### src/sv/skfb_pkg.sv
`default_nettype none
package skfb_pkg;

   localparam int CHANNELS_DEF  = 4;
   localparam int FRAC_BITS_DEF = 16;

   localparam int CHAN_W     = 2;
   localparam int DATA_W     = 32;
   localparam int UNC_W      = 31;
   localparam int GAIN_W     = 17;
   localparam int CG_W       = 17;
   localparam int PD_W       = 21;
   localparam int MD_W       = 21;
   localparam int CSR_IDX_W  = 2;
   localparam int CSR_DATA_W = 21;
   localparam int REQ_DATA_W = 2 * DATA_W;
   localparam int RSP_DATA_W = 80;

   typedef enum logic [CSR_IDX_W-1:0] {
      REG_CONTROL_GAIN = 2'd0,
      REG_PROCESS_DEV  = 2'd1,
      REG_MEASURE_DEV  = 2'd2
   } reg_index_type;

   typedef enum logic [3:0] {
      OP_NONE,
      OP_LOAD,
      OP_PREDICT,
      OP_NOISE,
      OP_SQUARE,
      OP_SUM,
      OP_DENOM,
      OP_DIV_INIT,
      OP_DIV_STEP,
      OP_GAIN,
      OP_PRODUCT,
      OP_CORRECT,
      OP_COMMIT
   } op_type;

   typedef struct packed {
      op_type op;
   } dp_cmd_type;

endpackage
`default_nettype wire

### src/sv/skfb_ctrl.sv
`default_nettype none
module skfb_ctrl #(
   parameter int FRAC_BITS = skfb_pkg::FRAC_BITS_DEF
) (
   input  wire logic                 clock,
   input  wire logic                 reset,
   input  wire logic                 req_tvalid,
   output logic                      req_tready,
   output logic                      rsp_tvalid,
   input  wire logic                 rsp_tready,
   output skfb_pkg::dp_cmd_type      cmd
);

   localparam int CNT_W = $clog2(FRAC_BITS + 1);

   typedef enum logic [3:0] {
      ST_IDLE,
      ST_PREDICT,
      ST_NOISE,
      ST_SQUARE,
      ST_SUM,
      ST_DENOM,
      ST_DIV_INIT,
      ST_DIVIDE,
      ST_GAIN,
      ST_PRODUCT,
      ST_CORRECT,
      ST_DONE
   } state_type;

   state_type        state_ff, state_in;
   logic [CNT_W-1:0] cnt_ff, cnt_in;
   logic             rsp_valid_ff, rsp_valid_in;

   always_comb begin
      state_in     = state_ff;
      cnt_in       = cnt_ff;
      rsp_valid_in = rsp_valid_ff && !rsp_tready;
      cmd.op       = skfb_pkg::OP_NONE;
      case (state_ff)
         ST_IDLE: begin
            if (req_tvalid) begin
               cmd.op   = skfb_pkg::OP_LOAD;
               state_in = ST_PREDICT;
            end
         end
         ST_PREDICT: begin
            cmd.op   = skfb_pkg::OP_PREDICT;
            state_in = ST_NOISE;
         end
         ST_NOISE: begin
            cmd.op   = skfb_pkg::OP_NOISE;
            state_in = ST_SQUARE;
         end
         ST_SQUARE: begin
            cmd.op   = skfb_pkg::OP_SQUARE;
            state_in = ST_SUM;
         end
         ST_SUM: begin
            cmd.op   = skfb_pkg::OP_SUM;
            state_in = ST_DENOM;
         end
         ST_DENOM: begin
            cmd.op   = skfb_pkg::OP_DENOM;
            state_in = ST_DIV_INIT;
         end
         ST_DIV_INIT: begin
            cmd.op   = skfb_pkg::OP_DIV_INIT;
            cnt_in   = '0;
            state_in = ST_DIVIDE;
         end
         ST_DIVIDE: begin
            cmd.op = skfb_pkg::OP_DIV_STEP;
            cnt_in = cnt_ff + CNT_W'(1);
            if (cnt_ff == CNT_W'(FRAC_BITS)) begin
               state_in = ST_GAIN;
            end
         end
         ST_GAIN: begin
            cmd.op   = skfb_pkg::OP_GAIN;
            state_in = ST_PRODUCT;
         end
         ST_PRODUCT: begin
            cmd.op   = skfb_pkg::OP_PRODUCT;
            state_in = ST_CORRECT;
         end
         ST_CORRECT: begin
            cmd.op   = skfb_pkg::OP_CORRECT;
            state_in = ST_DONE;
         end
         ST_DONE: begin
            if (!rsp_valid_ff || rsp_tready) begin
               cmd.op       = skfb_pkg::OP_COMMIT;
               rsp_valid_in = 1'b1;
               state_in     = ST_IDLE;
            end
         end
         default: begin
            state_in = ST_IDLE;
         end
      endcase
   end

   always_ff @(posedge clock) begin
      if (reset) begin
         state_ff     <= ST_IDLE;
         cnt_ff       <= '0;
         rsp_valid_ff <= 1'b0;
      end else begin
         state_ff     <= state_in;
         cnt_ff       <= cnt_in;
         rsp_valid_ff <= rsp_valid_in;
      end
   end

   assign req_tready = (state_ff == ST_IDLE);
   assign rsp_tvalid = rsp_valid_ff;

endmodule
`default_nettype wire

### config.mk
export PLATFORM = sky130hd
export DESIGN_NAME = skfb_ctrl
export DESIGN_NICKNAME = d
export VERILOG_FILES = /design/src/sv/skfb_pkg.sv /design/src/sv/skfb_ctrl.sv
export SDC_FILE = /design/constraint.sdc
export NUM_CORES = 1
export LEC_CHECK = 0
export ABC_AREA = 1
export BUFFER_PORTS_ARGS = -buffer_cell sky130_fd_sc_hd__buf_4
export CAP_MARGIN = 0
export CORE_AREA = 2 2 39 41
export CTS_CLUSTER_DIAMETER = 150
export DETAILED_ROUTE_END_ITERATION = 7
export DIE_AREA = 0 0 41 43
export GPL_ROUTABILITY_DRIVEN = 0
export PLACE_DENSITY_LB_ADDON = 0.2
export SKIP_LAST_GASP = 1
export SYNTH_ARGS = -nofsm -noshare
export SYNTH_HDL_FRONTEND = slang
export SYNTH_SLANG_ARGS = --single-unit
### constraint.sdc
create_clock -name clock -period 1.49 [get_ports clock]
set_input_delay 0.0745 -clock clock [delete_from_list [all_inputs] [get_ports clock]]
set_output_delay 0.0745 -clock clock [all_outputs]
set_load 0.05 [all_outputs]
# [Word-level counts from Yosys, hierarchy flattened]
# Cells that the tools add are included.
[word_totals] ff_bits=10 latchBits=0 mem_bits_rw=0 romBits=0 in_bits=4 out_inout_bits=6 n_memories=0
[classes] addsub=1 n_mul=0 div_mod_pow=0 magnitude_cmp=0 eq_ne=15 shift=0 n_mux=10 n_bitwise=0 reduce_logical=7
[op_table] op="$pmux 4 s12" n=2
[op_table] op="$eq 4x3->1 const B" n=4
[op_table] op="$eq 4x4->1 const B" n=4
[op_table] op="$mux 4" n=4
[op_table] op="$pmux 5 s2" n=1
[op_table] op="$eq 4x2->1 const B" n=2
[op_table] op="$ne 2x2->1 const B" n=3
[op_table] op="$add 5x1->5 const B" n=1
[op_table] op="$eq 5x5->1 const B" n=1
[op_table] op="$eq 4x1->1 const B" n=1
[op_table] op="$logic_not 4->1" n=1
[op_table] op="$mux 1" n=3
[op_table] op="$reduce_and 3->1" n=1
[op_table] op="$logic_not 1->1" n=2
[op_table] op="$reduce_bool 2->1" n=1
[op_table] op="$logic_and 1x1->1" n=1
[op_table] op="$logic_or 1x1->1" n=1

# [Logic depth before layout (Yosys ltp)]
[depth] depth_word=4 mapped_depth=10 ltp_nobuf=10

# [Least setup slack after synthesis]
# Ideal clock, no wire load.
[synth_path] path_type="register to output" startpoint="register state_ff[2]" endpoint="output port req_tready" arrival_time_ns=1.910 required_time_ns=1.416 slack_ns=-0.495 stages_incl_launch_ff=2 path_buffers=0 path_cell_list="dfxtp_1 -> nor4_1"
[synth_between] elab_chain_len=1
[synth_lines] item="from (decl)" line_no="skfb_ctrl.sv:31" text="state_type state_ff, state_in;"
[synth_lines] item="from (signal assigned)" line_no="skfb_ctrl.sv:110" text="state_ff <= state_in;"
[synth_lines] item="$logic_not 4->1" line_no="skfb_ctrl.sv:116" text="assign req_tready = (state_ff == ST_IDLE);"
[synth_lines] item="to (decl)" line_no="skfb_ctrl.sv:8" text="output logic req_tready,"
# No other way between the ends.

==> flow_summary.ini <==
[status]
status = finished, final reports clean

[clock_network]
htreeDepth = 1
cts-buffers-inserted = 3
cts-root-buf = clkbuf_4
clk_pin_slew_ns = 0.06
cts_sinks = 10
cts_tree = yes
clockBufferDepth = 2
clk_latency_ns = 0.26

[synthesis]
synth_top_family_by_area = simple AND/OR/NAND/NOR gates
yosys.area_share.adder = 0.0431
synth_cell_types = 21
yosys.area_share.simple = 0.386
netlist_area_sq_um = 581
postSynthRegisterBits = 10
synth_xor_area_frac = 0
synthCells = 82
muxShareOfSynthArea = 0
yosysSeqAreaShare = 0.345
syn_nets = 88
avgSynthCellArea_sq_um = 7.08
synth-compound-area-share = 0.149
ys_warn_count = 0

[timing]
setup_violations = 0
drv_slew = 0
post-route-period-util = 0.985
finalHoldViolCount = 0
max_freq_mhz = 682
rsz0062_at_grt = yes
tns_ns = 0
tightest_slew_ns = 0.330
worst_clock_skew_ns = 0.00480
relSlewSlack = 0.779
finalCriticalPeriod_ns = 1.47

[setup_path]
path_max_fanout = 5
cp_slowest_cell = dfxtp_4
crit_top_cell = nand2_2
worstSetupStartpointType = flop
cpPeakStageDelay_ns = 0.36
crit_type = flop to output pin
path_cells = inv_4 > ha_4 > nand2_2 > inv_2 > nand2_2 > nand2_2 > nand3_4 > nor3_2 > buf_6
crit_required_ns = 1.42
cp.arrival_ns = 1.39
endpoint_kind = output pin

[floorplan]
die_w_microns = 41
initial_core_util = 0.420
dieArea_sq_um = 1760
rows = 14
fp.dieH_microns = 43
coreArea_sq_um = 1380
io_pins = 10

[global_routing]
grt_pass1_vias = 529
grt_max_degree = 8
grtUsageTotal = 0.177
grt_overflow = 0
grt_pass1_wl_mm = 2.12
antenna_found_initial = 0

[power_and_ir_drop]
p_per_area_nw_per_um2 = 1470
p_leak_nw = 0.343
total_power_mw = 1.22
ir_drop_v = 0.000886

[finish]
drive_gt1_frac = 0.450
antenna_cells = 0
final_cell_mix = nand2_1 (13), buf_4 (12), nor2_1 (11)
layout_commonest_cell = nand2_1
area_growth_pct = 42.9
fin_nets = 108

[route]
drt_iter0_drc = 2
wl_mm = 1.27
drc = 0
vias_per_cell = 5.05
first_pass_iters = 4
wl_per_cell_microns = 10.9
vias = 586
ant_nets = 0

[place]
numPortBuffers = 9
hpwl_microns = 909

[worst_hold_path]
hp-class = input pin to flop

[run]
cap_viol_max_count = 0
==> area by class of cell <==
type,count,area (sq um)
Inverter,12,52.6
Sequential cell,10,220
Multi-Input combinational cell,60,392
Clock buffer,3,22.5
Fill cell,137,554
Tap cell,16,20.0
Timing Repair Buffer,15,123
==> power by group <==
group / leakage (nW) / internal, mW / switching [mW]
Clock: 0.0138 / 0.0932 / 0.0880
Sequential: 0.0853 / 0.311 / 0.0504
Combinational: 0.244 / 0.246 / 0.429
Total: 0.343 / 0.651 / 0.568
==> through the flow <==
step	std cells	hold slack (ns)	util	setup WS [ns]	area [sq um]
after floorplan	82	0.144	-	-0.464	597
after global placement	108	0.288	0.500	0.191	692
after detailed placement	108	0.287	0.500	0.165	692
after CTS	114	0.167	0.550	-0.0554	761
after global routing	116	0.209	0.599	-0.0619	830
final	116	0.181	0.599	0.0229	830
==> registers in the layout, indices dropped and copies added (netlist names) <==
name and cells:
rsp_tvalid 1, cnt_ff 5, state_ff 4
==> synthesized netlist by cell type <==
master	instances	area, sq um
nand4_1	2	12.5
ha_1	2	25.0
nor3_1	2	10.0
nor2_1	11	41.3
nand2_2	3	18.8
nand3_4	1	17.5
dfxtp_1	10	200
nand2_1	15	56.3
o21ai_0	3	15.0
nor4_1	1	6.26
nor2_2	2	12.5
nand3_2	1	10.0
o21bai_2	1	11.3
nor2_4	1	11.3
o21bai_1	3	22.5
o31ai_1	1	7.51
nand3b_1	1	7.51
a21oi_1	6	30.0
nand3_1	4	20.0
inv_2	2	7.51
inv_1	10	37.5
==> routing by layer <==
layer / global-route usage / vias up / wire (microns)
met5: 0 / - / 0
met4: 0.120 / 0 / 25
met3: 0.0157 / 2 / 29
met2: 0.281 / 10 / 630
met1: 0.211 / 268 / 583
li1: - / 306 / -
==> worst paths after layout <==
check / from / end / slack, ns / cells past startpoint
min: rsp_tready / rsp_tvalid$_SDFF_PP0_ / 0.18 / 4
max: cnt_ff[1]$_SDFFE_PP0P_ / cmd[0] / 0.02 / 9
min reg2reg: cnt_ff[4]$_SDFFE_PP0P_ / cnt_ff[4]$_SDFFE_PP0P_ / 0.51 / 2
max reg2reg: cnt_ff[1]$_SDFFE_PP0P_ / state_ff[1]$_SDFFE_PP0P_ / 0.22 / 10
==> logic make-up (layout without fill, tap and decap cells) <==
| kind of cell | Yosys count | after routing |
|---|---|---|
| AND/OR/NAND/NOR | 44 | 44 |
| adder cells (fa/ha/maj) | 2 | 2 |
| AO/OA/AOI/OAI | 14 | 14 |
| flip-flops | 10 | 10 |
| buffers and inverters | 12 | 30 |
==> worst max-delay path: cells and delay by family (launching register included) <==
family                   cells  cell delay (ns)
adder cells (fa/ha/maj)      1             0.12
flip-flops                   1             0.36
AND/OR/NAND/NOR              5             0.36
buffers and inverters        3             0.29
==> timing repair <==
action / CTS / global route
buffers inserted: 2 / 2
hold buffers: 1 / 0
resized for setup: 9 / 19
setup endpoints to repair: 3 / 3
pin swaps: 1 / 5
endpoints found under the hold margin: 2 / 0
No activity file was read; power rests on OpenSTA's default activity.
